===== src/rtl/core/bvaw_pkg.sv =====
// Shared types and constants for the bricked volume address walker.
`timescale 1ns / 1ps
package bvaw_pkg;

   localparam int MAX_DIM  = 1024;
   localparam int DIM_W    = 11;
   localparam int DIST_W   = 30;
   localparam int LIN_W    = 32;
   localparam int ITER_W   = 6;
   localparam int CSR_IDX_W = 3;

   localparam logic [1:0] KIND_RESTART = 2'd0;
   localparam logic [1:0] KIND_STEP    = 2'd1;
   localparam logic [1:0] KIND_JUMP    = 2'd2;

   localparam logic [CSR_IDX_W-1:0] REG_DIM_X   = 3'd0;
   localparam logic [CSR_IDX_W-1:0] REG_DIM_Y   = 3'd1;
   localparam logic [CSR_IDX_W-1:0] REG_DIM_Z   = 3'd2;
   localparam logic [CSR_IDX_W-1:0] REG_BRICK_X = 3'd3;
   localparam logic [CSR_IDX_W-1:0] REG_BRICK_Y = 3'd4;
   localparam logic [CSR_IDX_W-1:0] REG_BRICK_Z = 3'd5;

   // A command after classification: restart, or advance by a node count.
   typedef struct packed {
      logic              restart;
      logic [DIST_W-1:0] adv;
   } cmd_type;

   // Effective geometry, with zero values and oversize dimensions already fixed up.
   typedef struct packed {
      logic [DIM_W-1:0] dx;
      logic [DIM_W-1:0] dy;
      logic [DIM_W-1:0] dz;
      logic [DIM_W-1:0] bx;
      logic [DIM_W-1:0] by;
      logic [DIM_W-1:0] bz;
   } geom_type;

   function automatic logic [DIM_W-1:0] eff_dim(input logic [DIM_W-1:0] d);
      logic [DIM_W-1:0] r;
      r = d;
      if (d == '0) r = DIM_W'(1);
      else if (d > DIM_W'(MAX_DIM)) r = DIM_W'(MAX_DIM);
      return r;
   endfunction

   function automatic logic [DIM_W-1:0] eff_brick(input logic [DIM_W-1:0] b);
      return (b == '0) ? DIM_W'(1) : b;
   endfunction

endpackage


===== src/rtl/core/bricked_volume_address_walker_unit.sv =====
// Top level of the bricked volume address walker.
//
//   channel  direction  handshake            payload
//   req      in         req_tvalid/tready    tuser: kind; tdata: jump_distance
//   rsp      out        rsp_tvalid/tready    tuser: at_end; tdata: brick, offset, x, y, z
//   csr      in         csr_we               csr_addr, csr_wdata
//
// A step or jump runs seven serial divisions in the shared divider at one bit
// per cycle; a restart runs five, and a move past the last node runs none.
// The front queue holds two commands, so input is taken while one is worked.
// Reset is synchronous; it clears the position, the queue and the output valid.
// A stalled result word holds the back end but not the front queue.
`timescale 1ns / 1ps
module bricked_volume_address_walker_unit (
   input  logic                                 clock,
   input  logic                                 reset,
   input  logic                                 req_tvalid,
   output logic                                 req_tready,
   input  logic [31:0]                          req_tdata,  // jump_distance, pad
   input  logic [1:0]                           req_tuser,  // kind
   output logic                                 rsp_tvalid,
   input  logic                                 rsp_tready,
   // brick_number, offset_in_brick, pos_x, pos_y, pos_z, pad
   output logic [95:0]                          rsp_tdata,
   output logic                                 rsp_tuser,  // at_end
   input  logic                                 csr_we,
   input  logic [bvaw_pkg::CSR_IDX_W-1:0]       csr_addr,
   input  logic [bvaw_pkg::DIM_W-1:0]           csr_wdata
);
   logic [bvaw_pkg::DIM_W-1:0] dim_x_ff, dim_y_ff, dim_z_ff;
   logic [bvaw_pkg::DIM_W-1:0] brk_x_ff, brk_y_ff, brk_z_ff;
   bvaw_pkg::geom_type         geom;
   bvaw_pkg::cmd_type          cmd;
   logic                       cmd_valid, cmd_pop;
   logic [bvaw_pkg::DIST_W-1:0] bn, off;
   logic [bvaw_pkg::DIM_W-1:0]  px, py, pz;

   always_ff @(posedge clock) begin
      if (reset) begin
         dim_x_ff <= bvaw_pkg::DIM_W'(1);
         dim_y_ff <= bvaw_pkg::DIM_W'(1);
         dim_z_ff <= bvaw_pkg::DIM_W'(1);
         brk_x_ff <= bvaw_pkg::DIM_W'(1);
         brk_y_ff <= bvaw_pkg::DIM_W'(1);
         brk_z_ff <= bvaw_pkg::DIM_W'(1);
      end else if (csr_we) begin
         case (csr_addr)
            bvaw_pkg::REG_DIM_X:   dim_x_ff <= csr_wdata;
            bvaw_pkg::REG_DIM_Y:   dim_y_ff <= csr_wdata;
            bvaw_pkg::REG_DIM_Z:   dim_z_ff <= csr_wdata;
            bvaw_pkg::REG_BRICK_X: brk_x_ff <= csr_wdata;
            bvaw_pkg::REG_BRICK_Y: brk_y_ff <= csr_wdata;
            bvaw_pkg::REG_BRICK_Z: brk_z_ff <= csr_wdata;
            default: ;
         endcase
      end
   end

   always_comb begin
      geom.dx = bvaw_pkg::eff_dim(dim_x_ff);
      geom.dy = bvaw_pkg::eff_dim(dim_y_ff);
      geom.dz = bvaw_pkg::eff_dim(dim_z_ff);
      geom.bx = bvaw_pkg::eff_brick(brk_x_ff);
      geom.by = bvaw_pkg::eff_brick(brk_y_ff);
      geom.bz = bvaw_pkg::eff_brick(brk_z_ff);
   end

   bvaw_front u_front (
      .clock     (clock),
      .reset     (reset),
      .in_valid  (req_tvalid),
      .in_ready  (req_tready),
      .in_kind   (req_tuser),
      .in_dist   (req_tdata[bvaw_pkg::DIST_W-1:0]),
      .cmd_valid (cmd_valid),
      .cmd       (cmd),
      .cmd_pop   (cmd_pop)
   );

   bvaw_back u_back (
      .clock      (clock),
      .reset      (reset),
      .geom       (geom),
      .cmd_valid  (cmd_valid),
      .cmd        (cmd),
      .cmd_pop    (cmd_pop),
      .rsp_valid  (rsp_tvalid),
      .rsp_ready  (rsp_tready),
      .rsp_brick  (bn),
      .rsp_offset (off),
      .rsp_x      (px),
      .rsp_y      (py),
      .rsp_z      (pz),
      .rsp_end    (rsp_tuser)
   );

   assign rsp_tdata = {3'b000, pz, py, px, off, bn};
endmodule


===== src/rtl/core/bvaw_div.sv =====
// Restoring divider, one quotient bit per cycle, 11-bit divisor.
`timescale 1ns / 1ps
module bvaw_div (
   input  logic                              clock,
   input  logic                              reset,
   input  logic                              start,
   input  logic [bvaw_pkg::LIN_W-1:0]        dividend,
   input  logic [bvaw_pkg::DIM_W-1:0]        divisor,
   input  logic [bvaw_pkg::ITER_W-1:0]       iters,
   output logic                              done,
   output logic [bvaw_pkg::LIN_W-1:0]        quot,
   output logic [bvaw_pkg::DIM_W-1:0]        rem
);
   logic                              busy_ff, busy_in;
   logic                              done_ff, done_in;
   logic [bvaw_pkg::ITER_W-1:0]       cnt_ff, cnt_in;
   logic [bvaw_pkg::LIN_W-1:0]        dvd_ff, dvd_in;
   logic [bvaw_pkg::LIN_W-1:0]        q_ff, q_in;
   logic [bvaw_pkg::DIM_W-1:0]        r_ff, r_in;
   logic [bvaw_pkg::DIM_W:0]          trial;

   always_comb begin
      busy_in = busy_ff;
      done_in = 1'b0;
      cnt_in  = cnt_ff;
      dvd_in  = dvd_ff;
      q_in    = q_ff;
      r_in    = r_ff;
      trial   = {r_ff, dvd_ff[bvaw_pkg::LIN_W-1]};
      if (start) begin
         busy_in = 1'b1;
         cnt_in  = iters;
         dvd_in  = dividend;
         q_in    = '0;
         r_in    = '0;
      end else if (busy_ff) begin
         dvd_in = dvd_ff << 1;
         if (trial >= {1'b0, divisor}) begin
            r_in = bvaw_pkg::DIM_W'(trial - {1'b0, divisor});
            q_in = {q_ff[bvaw_pkg::LIN_W-2:0], 1'b1};
         end else begin
            r_in = trial[bvaw_pkg::DIM_W-1:0];
            q_in = {q_ff[bvaw_pkg::LIN_W-2:0], 1'b0};
         end
         cnt_in = cnt_ff - 1'b1;
         if (cnt_ff == bvaw_pkg::ITER_W'(1)) begin
            busy_in = 1'b0;
            done_in = 1'b1;
         end
      end
   end

   always_ff @(posedge clock) begin
      if (reset) begin
         busy_ff <= 1'b0;
         done_ff <= 1'b0;
      end else begin
         busy_ff <= busy_in;
         done_ff <= done_in;
      end
      cnt_ff <= cnt_in;
      dvd_ff <= dvd_in;
      q_ff   <= q_in;
      r_ff   <= r_in;
   end

   assign done = done_ff;
   assign quot = q_ff;
   assign rem  = r_ff;
endmodule


===== src/rtl/core/bvaw_front.sv =====
// Front end: accepts command words, classifies them and queues them.
`timescale 1ns / 1ps
module bvaw_front (
   input  logic                             clock,
   input  logic                             reset,
   input  logic                             in_valid,
   output logic                             in_ready,
   input  logic [1:0]                       in_kind,
   input  logic [bvaw_pkg::DIST_W-1:0]      in_dist,
   output logic                             cmd_valid,
   output bvaw_pkg::cmd_type                cmd,
   input  logic                             cmd_pop
);
   bvaw_pkg::cmd_type q_ff [2];
   bvaw_pkg::cmd_type new_cmd;
   logic       wr_ptr_ff, wr_ptr_in;
   logic       rd_ptr_ff, rd_ptr_in;
   logic [1:0] cnt_ff, cnt_in;
   logic       push, pop;

   always_comb begin
      new_cmd.restart = 1'b0;
      new_cmd.adv     = '0;
      case (in_kind)
         bvaw_pkg::KIND_RESTART: new_cmd.restart = 1'b1;
         bvaw_pkg::KIND_STEP:    new_cmd.adv = bvaw_pkg::DIST_W'(1);
         bvaw_pkg::KIND_JUMP:    new_cmd.adv = in_dist;
         default:                new_cmd.adv = '0;  // unused kind holds position
      endcase
   end

   assign in_ready  = (cnt_ff != 2'd2);
   assign cmd_valid = (cnt_ff != 2'd0);
   assign cmd       = q_ff[rd_ptr_ff];
   assign push      = in_valid && in_ready;
   assign pop       = cmd_pop && cmd_valid;

   always_comb begin
      wr_ptr_in = push ? ~wr_ptr_ff : wr_ptr_ff;
      rd_ptr_in = pop ? ~rd_ptr_ff : rd_ptr_ff;
      cnt_in    = cnt_ff + {1'b0, push} - {1'b0, pop};
   end

   always_ff @(posedge clock) begin
      if (reset) begin
         wr_ptr_ff <= 1'b0;
         rd_ptr_ff <= 1'b0;
         cnt_ff    <= 2'd0;
      end else begin
         wr_ptr_ff <= wr_ptr_in;
         rd_ptr_ff <= rd_ptr_in;
         cnt_ff    <= cnt_in;
      end
      if (push) q_ff[wr_ptr_ff] <= new_cmd;
   end
endmodule


===== src/rtl/core/bvaw_back.sv =====
// Back end: sequencer that moves the position and forms brick addresses.
`timescale 1ns / 1ps
module bvaw_back (
   input  logic                             clock,
   input  logic                             reset,
   input  bvaw_pkg::geom_type               geom,
   input  logic                             cmd_valid,
   input  bvaw_pkg::cmd_type                cmd,
   output logic                             cmd_pop,
   output logic                             rsp_valid,
   input  logic                             rsp_ready,
   output logic [bvaw_pkg::DIST_W-1:0]      rsp_brick,
   output logic [bvaw_pkg::DIST_W-1:0]      rsp_offset,
   output logic [bvaw_pkg::DIM_W-1:0]       rsp_x,
   output logic [bvaw_pkg::DIM_W-1:0]       rsp_y,
   output logic [bvaw_pkg::DIM_W-1:0]       rsp_z,
   output logic                             rsp_end
);
   localparam int W   = bvaw_pkg::DIM_W;
   localparam int LW  = bvaw_pkg::LIN_W;
   localparam int DW  = bvaw_pkg::DIST_W;
   localparam int IW  = bvaw_pkg::ITER_W;
   localparam int AW  = 2 * W;
   localparam int PW  = 3 * W;

   typedef enum logic [3:0] {
      ST_IDLE = 4'b0001,
      ST_RUN  = 4'b0010,
      ST_DIV  = 4'b0100,
      ST_OUT  = 4'b1000
   } state_type;

   typedef enum logic [16:0] {
      S_DXDY = 17'b0_0000_0000_0000_0001,
      S_LZ   = 17'b0_0000_0000_0000_0010,
      S_LY   = 17'b0_0000_0000_0000_0100,
      S_LAST = 17'b0_0000_0000_0000_1000,
      S_DIVX = 17'b0_0000_0000_0001_0000,
      S_DIVY = 17'b0_0000_0000_0010_0000,
      S_XB   = 17'b0_0000_0000_0100_0000,
      S_YB   = 17'b0_0000_0000_1000_0000,
      S_ZB   = 17'b0_0000_0001_0000_0000,
      S_NBX  = 17'b0_0000_0010_0000_0000,
      S_NBY  = 17'b0_0000_0100_0000_0000,
      S_NN   = 17'b0_0000_1000_0000_0000,
      S_BNZ  = 17'b0_0001_0000_0000_0000,
      S_BNY  = 17'b0_0010_0000_0000_0000,
      S_BB   = 17'b0_0100_0000_0000_0000,
      S_OFZ  = 17'b0_1000_0000_0000_0000,
      S_OFY  = 17'b1_0000_0000_0000_0000
   } step_type;

   state_type         state_ff, state_in;
   step_type          step_ff, step_in;
   logic [W-1:0]      cur_x_ff, cur_x_in, cur_y_ff, cur_y_in, cur_z_ff, cur_z_in;
   logic [DW-1:0]     adv_ff, adv_in;
   logic [AW-1:0]     dxdy_ff, dxdy_in;
   logic [LW-1:0]     acc_ff, acc_in;
   logic [AW-1:0]     t_ff, t_in;
   logic [W-1:0]      xq_ff, xq_in, xr_ff, xr_in, yq_ff, yq_in, yr_ff, yr_in;
   logic [W-1:0]      zq_ff, zq_in, zr_ff, zr_in, nbx_ff, nbx_in, nby_ff, nby_in;
   logic [AW-1:0]     nn_ff, nn_in, bb_ff, bb_in;
   logic [DW-1:0]     bn_ff, bn_in, off_ff, off_in;
   logic              end_ff, end_in;
   logic              rv_ff, rv_in;
   logic [DW-1:0]     rb_ff, rb_in, ro_ff, ro_in;
   logic [W-1:0]      rx_ff, rx_in, ry_ff, ry_in, rz_ff, rz_in;
   logic              re_ff, re_in;

   logic [AW-1:0]     mul_a;
   logic [W-1:0]      mul_b;
   logic [PW-1:0]     mul_p;
   logic              div_start, div_done;
   logic [LW-1:0]     div_dvd, div_q;
   logic [W-1:0]      div_dsr, div_r;
   logic [IW-1:0]     div_it;

   bvaw_div u_div (
      .clock    (clock),
      .reset    (reset),
      .start    (div_start),
      .dividend (div_dvd),
      .divisor  (div_dsr),
      .iters    (div_it),
      .done     (div_done),
      .quot     (div_q),
      .rem      (div_r)
   );

   // Operand selection for the multiplier and the divider by sequencer step.
   always_comb begin
      mul_a   = '0;
      mul_b   = '0;
      div_dvd = '0;
      div_dsr = W'(1);
      div_it  = IW'(W);
      case (step_ff)
         S_DXDY: begin mul_a = AW'(geom.dx); mul_b = geom.dy; end
         S_LZ:   begin mul_a = dxdy_ff;      mul_b = cur_z_ff; end
         S_LY:   begin mul_a = AW'(geom.dx); mul_b = cur_y_ff; end
         S_LAST: begin mul_a = dxdy_ff;      mul_b = geom.dz; end
         S_DIVX: begin div_dvd = acc_ff; div_dsr = geom.dx; div_it = IW'(LW); end
         S_DIVY: begin
            div_dvd = {t_ff, (LW-AW)'(0)};
            div_dsr = geom.dy;
            div_it  = IW'(AW);
         end
         S_XB:   begin div_dvd = {cur_x_ff, (LW-W)'(0)}; div_dsr = geom.bx; end
         S_YB:   begin div_dvd = {cur_y_ff, (LW-W)'(0)}; div_dsr = geom.by; end
         S_ZB:   begin div_dvd = {cur_z_ff, (LW-W)'(0)}; div_dsr = geom.bz; end
         S_NBX:  begin div_dvd = {geom.dx - 1'b1, (LW-W)'(0)}; div_dsr = geom.bx; end
         S_NBY:  begin div_dvd = {geom.dy - 1'b1, (LW-W)'(0)}; div_dsr = geom.by; end
         S_NN:   begin mul_a = AW'(nbx_ff);  mul_b = nby_ff; end
         S_BNZ:  begin mul_a = nn_ff;        mul_b = zq_ff; end
         S_BNY:  begin mul_a = AW'(nbx_ff);  mul_b = yq_ff; end
         S_BB:   begin mul_a = AW'(geom.bx); mul_b = geom.by; end
         S_OFZ:  begin mul_a = bb_ff;        mul_b = zr_ff; end
         S_OFY:  begin mul_a = AW'(geom.bx); mul_b = yr_ff; end
         default: begin mul_a = '0; mul_b = '0; end
      endcase
      mul_p = PW'(mul_a) * PW'(mul_b);
   end

   assign div_start = (state_ff == ST_RUN) &&
                      (step_ff inside {S_DIVX, S_DIVY, S_XB, S_YB, S_ZB, S_NBX, S_NBY});
   assign cmd_pop   = (state_ff == ST_IDLE) && cmd_valid;

   always_comb begin
      state_in = state_ff;
      step_in  = step_ff;
      cur_x_in = cur_x_ff;
      cur_y_in = cur_y_ff;
      cur_z_in = cur_z_ff;
      adv_in   = adv_ff;
      dxdy_in  = dxdy_ff;
      acc_in   = acc_ff;
      t_in     = t_ff;
      xq_in = xq_ff; xr_in = xr_ff; yq_in = yq_ff; yr_in = yr_ff;
      zq_in = zq_ff; zr_in = zr_ff; nbx_in = nbx_ff; nby_in = nby_ff;
      nn_in = nn_ff; bb_in = bb_ff; bn_in = bn_ff; off_in = off_ff;
      end_in = end_ff;
      rv_in = rv_ff; rb_in = rb_ff; ro_in = ro_ff;
      rx_in = rx_ff; ry_in = ry_ff; rz_in = rz_ff; re_in = re_ff;

      if (rv_ff && rsp_ready) rv_in = 1'b0;

      case (state_ff)
         ST_IDLE: begin
            if (cmd_valid) begin
               state_in = ST_RUN;
               adv_in   = cmd.adv;
               end_in   = 1'b0;
               if (cmd.restart) begin
                  cur_x_in = '0;
                  cur_y_in = '0;
                  cur_z_in = '0;
                  step_in  = S_XB;
               end else begin
                  step_in  = S_DXDY;
               end
            end
         end
         ST_RUN: begin
            case (step_ff)
               S_DXDY: begin dxdy_in = AW'(mul_p); step_in = S_LZ; end
               S_LZ:   begin acc_in = LW'(mul_p); step_in = S_LY; end
               S_LY: begin
                  acc_in  = acc_ff + LW'(mul_p) + LW'(cur_x_ff) + LW'(adv_ff);
                  step_in = S_LAST;
               end
               S_LAST: begin
                  // Past the last node when the index reaches the node count.
                  if (PW'(acc_ff) >= mul_p) begin
                     cur_x_in = '0;
                     cur_y_in = '0;
                     cur_z_in = geom.dz;
                     end_in   = 1'b1;
                     bn_in    = '0;
                     off_in   = '0;
                     state_in = ST_OUT;
                  end else begin
                     step_in  = S_DIVX;
                  end
               end
               S_NN:  begin nn_in = AW'(mul_p); step_in = S_BNZ; end
               S_BNZ: begin bn_in = DW'(mul_p); step_in = S_BNY; end
               S_BNY: begin
                  bn_in   = bn_ff + DW'(mul_p) + DW'(xq_ff);
                  step_in = S_BB;
               end
               S_BB:  begin bb_in = AW'(mul_p); step_in = S_OFZ; end
               S_OFZ: begin off_in = DW'(mul_p); step_in = S_OFY; end
               S_OFY: begin
                  off_in   = off_ff + DW'(mul_p) + DW'(xr_ff);
                  state_in = ST_OUT;
               end
               default: state_in = ST_DIV;
            endcase
         end
         ST_DIV: begin
            if (div_done) begin
               state_in = ST_RUN;
               case (step_ff)
                  S_DIVX: begin cur_x_in = div_r; t_in = AW'(div_q); step_in = S_DIVY; end
                  S_DIVY: begin
                     cur_y_in = div_r;
                     cur_z_in = W'(div_q);
                     step_in  = S_XB;
                  end
                  S_XB:  begin xq_in = W'(div_q); xr_in = div_r; step_in = S_YB; end
                  S_YB:  begin yq_in = W'(div_q); yr_in = div_r; step_in = S_ZB; end
                  S_ZB:  begin zq_in = W'(div_q); zr_in = div_r; step_in = S_NBX; end
                  S_NBX: begin nbx_in = W'(div_q) + 1'b1; step_in = S_NBY; end
                  S_NBY: begin nby_in = W'(div_q) + 1'b1; step_in = S_NN; end
                  default: state_in = ST_IDLE;
               endcase
            end
         end
         ST_OUT: begin
            if (!rv_ff || rsp_ready) begin
               rv_in    = 1'b1;
               rb_in    = bn_ff;
               ro_in    = off_ff;
               rx_in    = cur_x_ff;
               ry_in    = cur_y_ff;
               rz_in    = cur_z_ff;
               re_in    = end_ff;
               state_in = ST_IDLE;
            end
         end
         default: state_in = ST_IDLE;
      endcase
   end

   always_ff @(posedge clock) begin
      if (reset) begin
         state_ff <= ST_IDLE;
         step_ff  <= S_DXDY;
         cur_x_ff <= '0;
         cur_y_ff <= '0;
         cur_z_ff <= '0;
         rv_ff    <= 1'b0;
      end else begin
         state_ff <= state_in;
         step_ff  <= step_in;
         cur_x_ff <= cur_x_in;
         cur_y_ff <= cur_y_in;
         cur_z_ff <= cur_z_in;
         rv_ff    <= rv_in;
      end
      adv_ff <= adv_in; dxdy_ff <= dxdy_in; acc_ff <= acc_in; t_ff <= t_in;
      xq_ff <= xq_in; xr_ff <= xr_in; yq_ff <= yq_in; yr_ff <= yr_in;
      zq_ff <= zq_in; zr_ff <= zr_in; nbx_ff <= nbx_in; nby_ff <= nby_in;
      nn_ff <= nn_in; bb_ff <= bb_in; bn_ff <= bn_in; off_ff <= off_in;
      end_ff <= end_in;
      rb_ff <= rb_in; ro_ff <= ro_in; rx_ff <= rx_in; ry_ff <= ry_in;
      rz_ff <= rz_in; re_ff <= re_in;
   end

   assign rsp_valid  = rv_ff;
   assign rsp_brick  = rb_ff;
   assign rsp_offset = ro_ff;
   assign rsp_x      = rx_ff;
   assign rsp_y      = ry_ff;
   assign rsp_z      = rz_ff;
   assign rsp_end    = re_ff;
endmodule


===== config.mk =====
export PLATFORM = sky130hd
export DESIGN_NAME = bricked_volume_address_walker_unit
export DESIGN_NICKNAME = d
export VERILOG_FILES = /design/src/rtl/core/bvaw_pkg.sv /design/src/rtl/core/bricked_volume_address_walker_unit.sv /design/src/rtl/core/bvaw_div.sv /design/src/rtl/core/bvaw_front.sv /design/src/rtl/core/bvaw_back.sv
export SDC_FILE = /design/constraint.sdc
export NUM_CORES = 2
export LEC_CHECK = 0
export ABC_CLOCK_PERIOD_IN_PS = 20500
export BUFFER_PORTS_ARGS = -buffer_cell sky130_fd_sc_hd__buf_2
export CORE_AREA = 3 3 305 307
export CTS_BUF_LIST = sky130_fd_sc_hd__clkbuf_2 sky130_fd_sc_hd__clkbuf_4 sky130_fd_sc_hd__clkbuf_8
export DETAILED_ROUTE_END_ITERATION = 6
export DIE_AREA = 0 0 308 310
export GPL_TIMING_DRIVEN = 1
export PLACE_DENSITY_LB_ADDON = 0.25
export SETUP_SLACK_MARGIN = 0.05
export SYNTH_ARGS = -nofsm -noshare
export SYNTH_HDL_FRONTEND = slang
export SYNTH_SLANG_ARGS = --single-unit

===== constraint.sdc =====
create_clock -name clock -period 20.5 [get_ports clock]
set_input_delay 2.05 -clock clock [delete_from_list [all_inputs] [get_ports clock]]
set_output_delay 2.05 -clock clock [all_outputs]
set_load 0.02 [all_outputs]

==> metrics.cfg <==
[worst_setup_path]
worst-r2r-setup-slack_ps = 7390
timing.rr.end = u_back.bn_ff[27]$_DFFE_PP_
crit_start = u_back.step_ff[8]$_SDFFE_PP0P_
ff2ff_path_depth = 40
cp-end-kind = register
cp.required_ps = 20870
worstPathMaxFanout = 30
slowest_delay_ps = 840
crit_end = u_back.bn_ff[27]$_DFFE_PP_
arrival_ps = 13490
worstSetupStartpointType = register
cp_slowest_cell = nor4b_4
crit_type = reg2reg
r2r_start = u_back.step_ff[8]$_SDFFE_PP0P_

[drt]
wire_per_inst_um = 23.8
drtPass1Iterations = 7
drc = 2
vias = 31000
drt-total-wl_um = 127000
avgViaCountPerCell = 5.80
ant_nets = 0
drt_iter0_drc = 3508

[timing]
fmax_mhz = 76.3
grt_setup_unrepaired = no
fin_skew_ps = 47.6
tightest_slew_ps = 1170
fin_tns_setup_ps = 0
fin_crit_sh_pct = 64.0
finalHoldViolCount = 0
fin_ws_ps = 7390
slew-limit-headroom_pct = 22.0
fin_crit_ps = 13110
finalSetupViolCount = 0
slew_viol_final = 0
hold_ws_ps = 435

[placed_design]
globalplace.congestion = 0.950
portBuffers = 146
dp.cells = 5147
dp_slack_ps = 7730
dpl.hpwl_um = 95300

[floorplanning]
core_um2 = 90300
rows = 110
initial_core_util_pct = 46.0
die_x_um = 308
pin_count = 152
die_h_um = 310
die-area_um2 = 95500

[logic_synthesis]
synth_async_sr_flop_share_pct = 0
synth_ff_type = edfxtp_1
ys_seq_elements = 654
synth_warnings = 0
synth-edff-count = 493
synth_area_per_cell_um2 = 10.7
synth_cell_type_count = 86
synthCells = 3887
syn-cell-area_um2 = 41500
yosysSeqAreaShare_pct = 43.5

[global_route]
grt_pass1_vias = 30300
overflow = 0
grt_antenna_before_repair = 5
grt_first_pass_wirelength_um = 190000
grt_usage_pct = 26.5
grt_max_degree = 90

[clock_tree]
cts_sinks = 654
clockBufferDepth = 3
path_clk_slew_ps = 70
clk_latency_ps = 770
cts-buffers-inserted = 111
cts_root_buf = clkbuf_8
cts_setup_buffers = 0
cts_hold_buf = 0
h-tree-depth = 3
post_cts_resized = 0
cts_tree = built

[finish]
nFillCells = 8181
num-nets-final = 4677
synthToLayoutAreaGrowth_pct = 11.3
layout.cells.non_filler = 5347
final_layout_size_suffix_gt1_share_pct = 12.1
final_util_pct = 51.1

[power]
comb_power_share_pct = 29.3
vdd_drop_max_uv = 63.1
powerDensity_nw_per_um2 = 89.0
power.leakage_uw = 0.0188
p_sw_share_pct = 34.5
power.internal_uw = 2690
power_switching_uw = 1420
pwr-share-seq_pct = 40.8
clock_power_share_pct = 29.9

[hold_path]
hold_class = reg2reg

[job]
max_cap_viol_count = 0

[run_status]
violations = DRC
status = finished, violations left

[critical path, delay by kind of cell (launching register included)]
family	cells	cell delay [ps]
compound gates	14	4270
xor+xnor	1	540
fa+ha+maj	7	3170
buf+inv	8	1420
flops	1	410
simple gates	10	2810
[Yosys cell counts (all sizes together) (23+ instances only)]
master / number / area [um^2]
nand2: 428 / 1610
o21ai: 159 / 796
xor2: 49 / 429
xnor2: 79 / 692
dfxtp: 161 / 3220
nor2: 259 / 975
a222oi: 48 / 480
ha: 295 / 3690
mux2i: 49 / 490
nor2b: 43 / 269
edfxtp: 493 / 14800
fa: 245 / 4900
o22ai: 50 / 313
nand3b: 26 / 195
clkbuf: 126 / 474
buf: 25 / 124
inv: 431 / 1620
a21oi: 207 / 1040
nand2b: 53 / 332
nand4: 23 / 144
a22oi: 52 / 390
nor4: 27 / 218
o21a: 24 / 180
a211oi: 28 / 210
a221oi: 28 / 258
mux2: 31 / 349
nand3: 34 / 170
nor3: 45 / 230
a21o: 47 / 353
and2: 56 / 350
[layout make-up]
cell class                      instances  area, um^2  share of cell area, %
Tap cell                             1176        1470                   3.19
Antenna cell                            2        5.00                 0.0108
Sequential cell                       654       18000                   39.1
Clock inverter                         40         313                  0.678
Clock buffer                          158        1970                   4.26
Inverter                              432        1620                   3.51
Multi-Input combinational cell       2652       21400                   46.3
Timing Repair Buffer                  233        1390                   3.00
[layout by cell type, fill, tap and decap left out, types with 143 or more instances in the layout]
| master | n |
|---|---|
| edfxtp_1 | 493 |
| buf_2 | 145 |
| nor2_1 | 253 |
| o21ai_0 | 143 |
| inv_1 | 431 |
| a21oi_1 | 206 |
| ha_1 | 295 |
| nand2_1 | 428 |
| fa_1 | 245 |
| dfxtp_1 | 160 |
[per-stage QoR]
step	power [uW]	cell area (um^2)
final	4110	46200
after global routing	4320	46200
after CTS	4110	46200
after detailed placement	2880	43900
after global placement	2860	43900
after floorplan	2500	41500
[flip-flops by register name, indices dropped and copies added, names as in the netlist, 17 cells and up, named ones only]
register,flops
u_back.acc_ff,32
u_back.adv_ff,30
u_back.bb_ff,22
u_back.bn_ff,30
u_back.dxdy_ff,22
u_back.nn_ff,22
u_back.off_ff,30
u_back.rsp_brick,30
u_back.rsp_offset,30
u_back.step_ff,17
u_back.t_ff,22
u_back.u_div.dvd_ff,32
u_back.u_div.quot,22
u_front.q_ff,62
[power by group through the flow]
stage	clock network, uW	logic (uW)	registers, uW
after floorplan	0	847	1650
after global routing	1310	1330	1680
after detailed placement	0	1180	1700
after CTS	1250	1190	1670
after global placement	0	1160	1700
final	1230	1200	1680
[worst min-delay path by stage]
| stage | startpoint | end | slack [ps] | cells after the start |
|---|---|---|---|---|
| 6_report | u_back.u_div.quot[21]$_SDFFE_PP0P_ | u_back.t_ff[21]$_DFFE_PP_ | 430 | 0 |
| 5_1_grt | u_back.end_ff$_DFFE_PP_ | u_back.rsp_end$_DFFE_PP_ | 440 | 0 |
| 4_1_cts | u_back.u_div.quot[21]$_SDFFE_PP0P_ | u_back.t_ff[21]$_DFFE_PP_ | 430 | 0 |
| 3_5_place_dp | u_back.end_ff$_DFFE_PP_ | u_back.rsp_end$_DFFE_PP_ | 410 | 0 |
| 3_3_place_gp | u_back.end_ff$_DFFE_PP_ | u_back.rsp_end$_DFFE_PP_ | 410 | 0 |
| 2_1_floorplan | u_back.end_ff$_DFFE_PP_ | u_back.rsp_end$_DFFE_PP_ | 400 | 0 |
[logic make-up (layout without fill, tap and decap cells)]
family          Yosys count  count (layout)  share of synthesized area [%]
simple gates           1097            1097                           12.8
other cells               1               5                        0.00904
mux                      80              80                           2.02
compound gates          802             802                           12.9
buf+inv                 583             863                           5.35
fa+ha+maj               540             540                           20.7
flops                   654             654                           43.5
xor+xnor                130             130                           2.81
[metal layers]
layer	share of wire, %	global-route usage, %
met4	3.4	9.26
met5	0	0
met2	45	41.5
met1	42	36.5
met3	9.5	5.83
Power figures use the tool's default switching activity.
